`config.mk`:
```
export PLATFORM = sky130hd
export DESIGN_NAME = bbc_scan
export DESIGN_NICKNAME = d
export VERILOG_FILES = /design/src/bbc_pkg.sv /design/src/bbc_scan.sv
export SDC_FILE = /design/constraint.sdc
export NUM_CORES = 1
export LEC_CHECK = 0
export BUFFER_PORTS_ARGS = -buffer_cell sky130_fd_sc_hd__clkbuf_2
export CAP_MARGIN = 40
export CORE_ASPECT_RATIO = 0.75
export CORE_UTILIZATION = 62
export CTS_CLUSTER_SIZE = 24
export DETAILED_ROUTE_END_ITERATION = 12
export PLACE_DENSITY_LB_ADDON = 0.15
export SYNTH_ARGS = -nofsm -noshare
export SYNTH_HDL_FRONTEND = slang
export SYNTH_SLANG_ARGS = --single-unit
```
`constraint.sdc`:
```
create_clock -name i_clk -period 3.9 [get_ports i_clk]
set_input_delay 0.195 -clock i_clk [delete_from_list [all_inputs] [get_ports i_clk]]
set_output_delay 0.195 -clock i_clk [all_outputs]
set_load 0.01 [all_outputs]
```
`src/bbc_pkg.sv`:
```
// Shared types and constants for the bracket balance checker
package bbc_pkg;

    localparam int DEPTH_BITS = 16;
    localparam int LINE_BITS  = 24;
    localparam int COL_BITS   = 16;
    localparam int KIND_BITS  = 4;
    localparam int NUM_KINDS  = 9;

    // Character codes
    localparam logic [7:0] CH_NEWLINE   = 8'h0A;
    localparam logic [7:0] CH_QUOTE     = 8'h22;
    localparam logic [7:0] CH_BACKSLASH = 8'h5C;
    localparam logic [7:0] CH_SLASH     = 8'h2F;
    localparam logic [7:0] CH_STAR      = 8'h2A;
    localparam logic [7:0] CH_LBRACE    = 8'h7B;
    localparam logic [7:0] CH_RBRACE    = 8'h7D;
    localparam logic [7:0] CH_LBRACKET  = 8'h5B;
    localparam logic [7:0] CH_RBRACKET  = 8'h5D;
    localparam logic [7:0] CH_LPAREN    = 8'h28;
    localparam logic [7:0] CH_RPAREN    = 8'h29;

    // Report kinds, in delivery order
    typedef enum logic [KIND_BITS-1:0] {
        KIND_CLOSE_BRACE   = 4'd0,
        KIND_CLOSE_BRACKET = 4'd1,
        KIND_CLOSE_PAREN   = 4'd2,
        KIND_OPEN_BRACE    = 4'd3,
        KIND_OPEN_BRACKET  = 4'd4,
        KIND_OPEN_PAREN    = 4'd5,
        KIND_OPEN_STRING   = 4'd6,
        KIND_OPEN_COMMENT  = 4'd7,
        KIND_SUMMARY       = 4'd8
    } t_kind;

    typedef logic [NUM_KINDS-1:0] t_kind_mask;

    // All reports caused by one beat, sharing line and column
    typedef struct packed {
        t_kind_mask            mask;
        logic [LINE_BITS-1:0]  line;
        logic [COL_BITS-1:0]   col;
        logic                  conforms;
    } t_report;

endpackage

```
`src/bbc_scan.sv`:
```
// Per-byte lexer state, depth counters and report set for one input beat
module bbc_scan
    import bbc_pkg::*;
(
    input  logic       i_clk,
    input  logic       i_rst_n,
    input  logic       i_accept,
    input  logic [7:0] i_text_byte,
    input  logic       i_end_of_text,
    output t_report    o_report
);

    localparam logic signed [DEPTH_BITS-1:0] DEPTH_MAX = {1'b0, {(DEPTH_BITS-1){1'b1}}};
    localparam logic signed [DEPTH_BITS-1:0] DEPTH_MIN = {1'b1, {(DEPTH_BITS-1){1'b0}}};
    localparam logic [LINE_BITS-1:0]         LINE_MAX  = '1;
    localparam logic [COL_BITS-1:0]          COL_MAX   = '1;
    localparam logic [LINE_BITS-1:0]         LINE_ONE  = LINE_BITS'(1);

    logic signed [DEPTH_BITS-1:0] r_brace, r_bracket, r_paren;
    logic signed [DEPTH_BITS-1:0] n_brace, n_bracket, n_paren;
    logic                         r_str, r_lc, r_bc, r_slash, r_star, r_err;
    logic                         n_str, n_lc, n_bc, n_slash, n_star, n_err;
    logic [7:0]                   r_prev;
    logic [LINE_BITS-1:0]         r_line, n_line;
    logic [COL_BITS-1:0]          r_col, n_col;

    logic                         done;
    logic [2:0]                   closer_bad;
    logic [5:0]                   open_bad;
    logic [7:0]                   b;

    assign b = i_text_byte;

    // Advance line and column, saturating
    always_comb begin
        if (b == CH_NEWLINE) begin
            n_line = (r_line != LINE_MAX) ? r_line + LINE_ONE : r_line;
            n_col  = '0;
        end else begin
            n_line = r_line;
            n_col  = (r_col != COL_MAX) ? r_col + COL_BITS'(1) : r_col;
        end
    end

    // Lexer: comments, strings, held slash/star, depth tracking
    always_comb begin
        n_str      = r_str;
        n_lc       = r_lc;
        n_bc       = r_bc;
        n_slash    = r_slash;
        n_star     = r_star;
        n_brace    = r_brace;
        n_bracket  = r_bracket;
        n_paren    = r_paren;
        closer_bad = 3'b000;
        done       = 1'b0;

        // Resolve held lookahead flags
        if (r_slash) begin
            n_slash = 1'b0;
            if (b == CH_SLASH) begin
                n_lc = 1'b1;
                done = 1'b1;
            end else if (b == CH_STAR) begin
                n_bc = 1'b1;
                done = 1'b1;
            end
        end else if (r_star) begin
            n_star = 1'b0;
            if (b == CH_SLASH) begin
                n_bc = 1'b0;
                done = 1'b1;
            end
        end

        if (!done) begin
            if (b == CH_NEWLINE) begin
                n_lc = 1'b0;
            end else if (r_lc) begin
                n_lc = 1'b1;
            end else if (r_bc) begin
                if (b == CH_STAR) begin
                    n_star = 1'b1;
                end
            end else if (b == CH_QUOTE && !r_str) begin
                n_str = 1'b1;
            end else if (b == CH_QUOTE && r_prev != CH_BACKSLASH) begin
                n_str = 1'b0;
            end else if (!r_str) begin
                case (b)
                    CH_SLASH: n_slash = 1'b1;
                    CH_LBRACE: begin
                        if (r_brace != DEPTH_MAX) n_brace = r_brace + DEPTH_BITS'(1);
                    end
                    CH_LBRACKET: begin
                        if (r_bracket != DEPTH_MAX) n_bracket = r_bracket + DEPTH_BITS'(1);
                    end
                    CH_LPAREN: begin
                        if (r_paren != DEPTH_MAX) n_paren = r_paren + DEPTH_BITS'(1);
                    end
                    CH_RBRACE: begin
                        if (r_brace != DEPTH_MIN) n_brace = r_brace - DEPTH_BITS'(1);
                        closer_bad[0] = n_brace[DEPTH_BITS-1];
                    end
                    CH_RBRACKET: begin
                        if (r_bracket != DEPTH_MIN) n_bracket = r_bracket - DEPTH_BITS'(1);
                        closer_bad[1] = n_bracket[DEPTH_BITS-1];
                    end
                    CH_RPAREN: begin
                        if (r_paren != DEPTH_MIN) n_paren = r_paren - DEPTH_BITS'(1);
                        closer_bad[2] = n_paren[DEPTH_BITS-1];
                    end
                    default: ;
                endcase
            end
        end
    end

    // End-of-text checks on the state left after this byte
    always_comb begin
        n_err       = r_err | (|closer_bad);
        open_bad[0] = !n_brace[DEPTH_BITS-1]   && (n_brace != '0);
        open_bad[1] = !n_bracket[DEPTH_BITS-1] && (n_bracket != '0);
        open_bad[2] = !n_paren[DEPTH_BITS-1]   && (n_paren != '0);
        open_bad[3] = n_str;
        open_bad[4] = n_bc;
        open_bad[5] = 1'b1;

        o_report.line     = n_line;
        o_report.col      = n_col;
        o_report.conforms = !(n_err | (|open_bad[4:0]));
        o_report.mask     = {(i_end_of_text ? open_bad : 6'b000000), closer_bad};
    end

    // Hold state; clear it on reset and after the final byte
    always_ff @(posedge i_clk) begin
        if (!i_rst_n || (i_accept && i_end_of_text)) begin
            r_brace   <= '0;
            r_bracket <= '0;
            r_paren   <= '0;
            r_str     <= 1'b0;
            r_lc      <= 1'b0;
            r_bc      <= 1'b0;
            r_slash   <= 1'b0;
            r_star    <= 1'b0;
            r_err     <= 1'b0;
            r_prev    <= '0;
            r_line    <= LINE_ONE;
            r_col     <= '0;
        end else if (i_accept) begin
            r_brace   <= n_brace;
            r_bracket <= n_bracket;
            r_paren   <= n_paren;
            r_str     <= n_str;
            r_lc      <= n_lc;
            r_bc      <= n_bc;
            r_slash   <= n_slash;
            r_star    <= n_star;
            r_err     <= n_err;
            r_prev    <= b;
            r_line    <= n_line;
            r_col     <= n_col;
        end
    end

endmodule

```
==> results of run 1 <==
## worst min-delay path: cells and delay by family
family | cells | cell delay [ps]
buffers and inverters | 1 | 140
AND/OR/NAND/NOR | 1 | 80
multiplexers | 1 | 90
## cells by family after synthesis
family / count (synthesis)
adders and majority gates: 11
xor gates and xnor gates: 80
muxes: 29
DFF: 102
buffers and inverters: 126
AOI/OAI and AO/OA: 249
and+or+nand+nor: 575
## power breakdown
part	total, mW	switching (mW)	internal (mW)
Clock	0.985	0.465	0.520
Sequential	1.08	0.0272	1.06
Combinational	0.331	0.210	0.121
Total	2.40	0.703	1.70
## through the flow
step | hold slack (ps) | instance area (µm²) | util [%]
final | 186.7 | 9409 | 71.29
after global routing | 216.1 | 9409 | 71.29
after CTS | 180.7 | 9330 | 70.70
after detailed placement | 467.0 | 8985 | 68.08
after global placement | 449.1 | 8937 | 67.72
after floorplan | 341.8 | 8542 | -
## flip-flops by register name, indices dropped and copies added (netlist names)
register and count:
r_bc 1, r_paren 16, r_line 24, r_bracket 16
r_err 1, r_brace 16, r_star 1, r_col 16
r_str 1, r_prev 8, r_slash 1, r_lc 1
## timing repair
item                       CTS  global route
buffers inserted             2             2
setup endpoints to repair    1             3
resized for setup            3            16
pin swaps                    2             5
## final timing paths
check                              from                    endpoint
max          r_bracket[15]$_SDFFE_PP0P_                 o_report[0]
min                      i_text_byte[7]      r_prev[7]$_SDFFE_PP0P_
max reg2reg  r_bracket[15]$_SDFFE_PP0P_  r_bracket[15]$_SDFFE_PP0P_
min reg2reg          r_err$_SDFFE_PP0P_          r_err$_SDFFE_PP0P_
## per-layer routing
layer | vias up | GRT usage (%)
met5 | - | 0
met4 | 0 | 10.28
met3 | 45 | 9.153
met2 | 556 | 53.55
met1 | 4261 | 57.59
li1 | 4367 | -
## layout make-up
class                           instances  area [µm²]
Fill cell                            1116        3789
Inverter                               25       93.84
Sequential cell                       102        2048
Timing Repair Buffer                  116       750.7
Clock inverter                          7       96.34
Multi-Input combinational cell        944        5981
Clock buffer                            9       225.2
Tap cell                              171       214.0
## cell usage in the layout (no fill, tap or decap), types with 15 or more instances in the layout
cell,count
nor2_1,157
dfxtp_1,97
nand2_1,91
a21oi_1,66
clkbuf_2,61
nand3_1,59
buf_4,53
o21ai_0,51
xor2_1,47
nand4_1,43
nor3_1,43
xnor2_1,33
nor4_1,29
mux2i_1,27
inv_1,23
a211oi_1,22
and3_1,20
or3_1,17
and4_1,16
and2_1,15
==> flow_summary.toml, run 1 <==
[synth]
synth_top_area_share_pct = 23.91
synth_xor_area_share_pct = 8.203
syn-cell-area_um2 = 8542
synth_top_family_by_area = "simple AND/OR/NAND/NOR gates"
yosys-top-cells-area = "dfxtp_1 (24%), nor2_1 (7.0%), xor2_1 (4.8%)"
ys.flop_type = "dfxtp_1"
syn_nets = 1195
post-synth-top-count-cell = "nor2_1"
synth_compound_area_share_pct = 19.48
synth-edff-count = 0
muxShareOfSynthArea_pct = 3.428
syn_inst = 1172
ys_seq_elements = 102
postSynth.asyncResetShare_pct = 0
synth_cell_types = 94
syn_avg_cell_area_um2 = 7.288
synthTopCellsByCount = "nor2_1 (159), dfxtp_1 (102), nand2_1 (92)"
synth_top_area_cell = "dfxtp_1"
synth-simple-area-share_pct = 36.34
yosysSeqAreaShare_pct = 23.91
synthAdderAreaFrac_pct = 1.611
ys.warnings.count = 0

[routing]
final_antenna_net_count = 0
route.met3.wl_um = 3171
wl_per_cell_um = 19.62
wl_met2_um = 11300
dr.pass1.iters = 5
wl_met1_um = 12010
vias = 9229
vias_per_cell = 6.717
drc = 0
drt_iter0_drc = 982
finalWirelength_um = 26960
highest_layer = "met4"

[critical_path]
r2r_setup_slack_ps = 890
crit_family = "simple AND/OR/NAND/NOR gates"
critPathRequiredTime_ps = 3700
slowest_stage = "or4_4"
worst-setup-path-type = "flip-flop to output port"
cp_common_cell = "o31ai_4"
cp_max_fo = 8
arrival_ps = 3660
worst_setup_path_end_kind = "output port"
path_cells = "or4b_4, or4_4, nand3_2, nor3_2, o31ai_4, a21oi_1, or3_1, o31ai_4, and4b_1, clkbuf_2"
startpoint_type = "flip-flop"
critical-path-max-stage-delay_ps = 600
path_buf_inv = 1
reg2regPathDepth = 9
path_depth = 10

[sta]
finalCriticalPeriod_ps = 3859
clock.fmax_ghz = 0.2591
final-hold-violation-count = 0
period_share_pct = 98.95
fin_ws_ps = 40.86
setup-tns-final_ps = 0
finalSetupViolations = 0
rsz0062_at_grt = "true"
worstMarginPinSlew_ps = 788.3
finClkSkew_ps = 10.98
final_max_slew_viol_count = 0
maxSlewHeadroom_pct = 46.96

[placement]
dp_cells = 1353
io_buffers = 61
dpl.hpwl_um = 19580
gp_congestion = 1.020
dpl_worst_slack_ps = 325.7

[cts]
cts.sinks = 102
cts-root-buf = "clkbuf_16"
cts_tree = "done"
htree_levels = 3
hold_buffers = 0
cts_buffer_depth = 2
cts_made_buffers = 9
clk_latency_ps = 370
clkTransAtPathRegs_ps = 80

[finish]
fin_nets = 1221
antenna_cells = 0
fin_cells = 1374
drive_above_1_share_pct = 15.71
synthToLayoutAreaGrowth_pct = 10.15

[global_route]
overflow = 0
grt_usage_pct = 38.37
grt_pass1_vias = 8176
grt_pass1_wl_um = 43460
antenna_found_initial = 0
grt_max_degree = 55

[floorplan]
row_count = 36
core_area_um2 = 13200
die_height_um = 103.7
die_w_um = 137.5
dieArea_um2 = 14260
ios = 62
initial_utilization_pct = 64.72

[hold_path]
hold_path.class = "input pin to flip-flop"
hold_depth = 3

[status]
outcome = "finished clean"

[power]
power.leakage_nw = 3.567
p_per_area_nw_per_um2 = 255.2
p_total_mw = 2.401
ir_drop_uv = 350.3

[job]
cap_violations = 0
(Power assumes the default switching activity.)
==> inputs of run 2 (changes only) <==
BUFFER_PORTS_ARGS = -buffer_cell sky130_fd_sc_hd__buf_4   (was -buffer_cell sky130_fd_sc_hd__clkbuf_2)
==> run 2 against run 1 <==
Core utilization up 0.74 points. First-iteration DRC count increased by 21%. Power shrank 0.78%. Largest cell class unchanged. Worst hold slack got worse by 38 ps. Flip-flop and latch count stayed put.
==> flow_summary.toml, run 2 (same netlist as run 1, synthesis figures left out) <==
[floorplan]
initial_utilization_pct = 64.72
row_count = 36
die_w_um = 137.5
core_area_um2 = 13200
die_height_um = 103.7
dieArea_um2 = 14260
ios = 62

[placement]
io_buffers = 61
dpl_worst_slack_ps = 351.9
gp_congestion = 1.056
dpl.hpwl_um = 19560
placed_cell_area_um2 = 9092

[status]
outcome = "finished clean"

[sta]
finalSetupViolations = 0
final-hold-violation-count = 0
fin_ws_ps = 76.04
finClkSkew_ps = 9.846
final_max_slew_viol_count = 0
period_share_pct = 98.05
finalCriticalPeriod_ps = 3824
worstMarginPinSlew_ps = 841.5
setup-tns-final_ps = 0
clock.fmax_ghz = 0.2615
maxSlewHeadroom_pct = 43.38

[cts]
clkTransAtPathRegs_ps = 70
cts-root-buf = "clkbuf_16"
clk_latency_ps = 370
cts_made_buffers = 9
cts_tree = "done"
cts.sinks = 102
htree_levels = 3
cts_buffer_depth = 2

[critical_path]
worst-setup-path-type = "flip-flop to output port"
r2r-start = "r_bracket[0]$_SDFFE_PP0P_"
critPathRequiredTime_ps = 3700
cp_max_fo = 9
critPathLaunch = "r_paren[0]$_SDFFE_PP0P_"
startpoint_type = "flip-flop"
arrival_ps = 3630
worst_setup_path_end_kind = "output port"

[hold_path]
hold_path.startpoint = "i_text_byte[6]"
hold_path.class = "input pin to flip-flop"

[routing]
drt_iter0_drc = 1185
highest_layer = "met4"
wl_per_cell_um = 20.22
finalWirelength_um = 27630
wl_met2_um = 11750
final_antenna_net_count = 0
wl_met1_um = 11740
vias_per_cell = 6.844
route.met3.wl_um = 3486
drc = 0
dr.pass1.iters = 6
vias = 9356

[power]
clockPowerShare_pct = 40.3
p_sw_share_pct = 29.06
p_per_area_nw_per_um2 = 250.6
ir_drop_uv = 257.8
power.leakage_nw = 3.601
pwr-share-comb_pct = 14.2
p_sw_uw = 692.2
seq_power_share_pct = 45.6
intPower_mw = 1.690
p_total_mw = 2.382

[finish]
synthToLayoutAreaGrowth_pct = 11.29
nFillCells = 1086
drive_above_1_share_pct = 15.55
finalInstanceArea_um2 = 9507
regMostFlops = "r_line"
largest_register_ffs = 24
seq_area_um2 = 2048
fin_nets = 1215
final_common_cell = "nor2_1"
final_cell_mix = "nor2_1 (156), buf_4 (108), dfxtp_1 (97)"
final_util_pct = 72.03
antenna_cells = 0
multi_input_area_um2 = 5992

[global_route]
grt_usage_pct = 38.27
grt_pass1_vias = 8185
antenna_found_initial = 0
grt_pass1_wl_um = 43130
grt_max_degree = 66
overflow = 0

[job]
cap_violations = 0
-- run 2: repair_timing --
action	4_1_cts	5_1_grt
endpoints found under the setup margin	1	4
resized for setup	3	19
gates cloned	0	0
hold buffers	0	0
setup buffers	1	2
pin swaps	2	4
-- run 2: worst paths after layout --
kind / to / slack [ps] / cells after the start
max: o_report[0] / 80 / 11
min: r_prev[6]$_SDFFE_PP0P_ / 150 / 3
max reg2reg: r_bracket[15]$_SDFFE_PP0P_ / 1040 / 10
min reg2reg: r_star$_SDFFE_PP0P_ / 490 / 2
-- run 2: power groups by stage --
stage / logic [mW] / registers [mW] / clock network, mW
2_1_floorplan: 0.234 / 1.09 / 0
3_3_place_gp: 0.309 / 1.11 / 0
3_5_place_dp: 0.316 / 1.11 / 0
4_1_cts: 0.322 / 1.08 / 0.967
5_1_grt: 0.361 / 1.09 / 1.01
6_report: 0.338 / 1.09 / 0.960
-- run 2: layout make-up --
class / count / share of cell area [%]
sequential: 102 / 21.55
tap: 171 / 2.251
clock buffer: 9 / 2.369
clock inverter: 6 / 0.7897
multi-input combinational: 944 / 63.03
timing repair buffer: 110 / 9.029
inverter: 25 / 0.9871
-- run 2: critical path, cell delays in order, from the launching register on --
cell and delay [ps]:
dfxtp_1 500, ha_1 270, nand4_1 320, nor2_2 270, nand2_1 180, o211ai_1 320, xnor2_1 150, nor4b_1 340
nand4_1 140, o31a_1 360, and4b_1 290, buf_4 130
-- run 2: metrics by stage --
stage / cells / hold slack (ps)
after detailed placement: 1349 / 474.3
after global routing: 1367 / 145.1
after CTS: 1365 / 139.9
after global placement: 1348 / 447.3
final: 1367 / 148.2
after floorplan: 1172 / 341.8
-- run 2: routing by layer --
metal	GRT usage [%]	up-vias
met5	0	-
met4	12.48	0
met3	10.77	80
met2	54.16	640
met1	54.90	4290
li1	-	4346
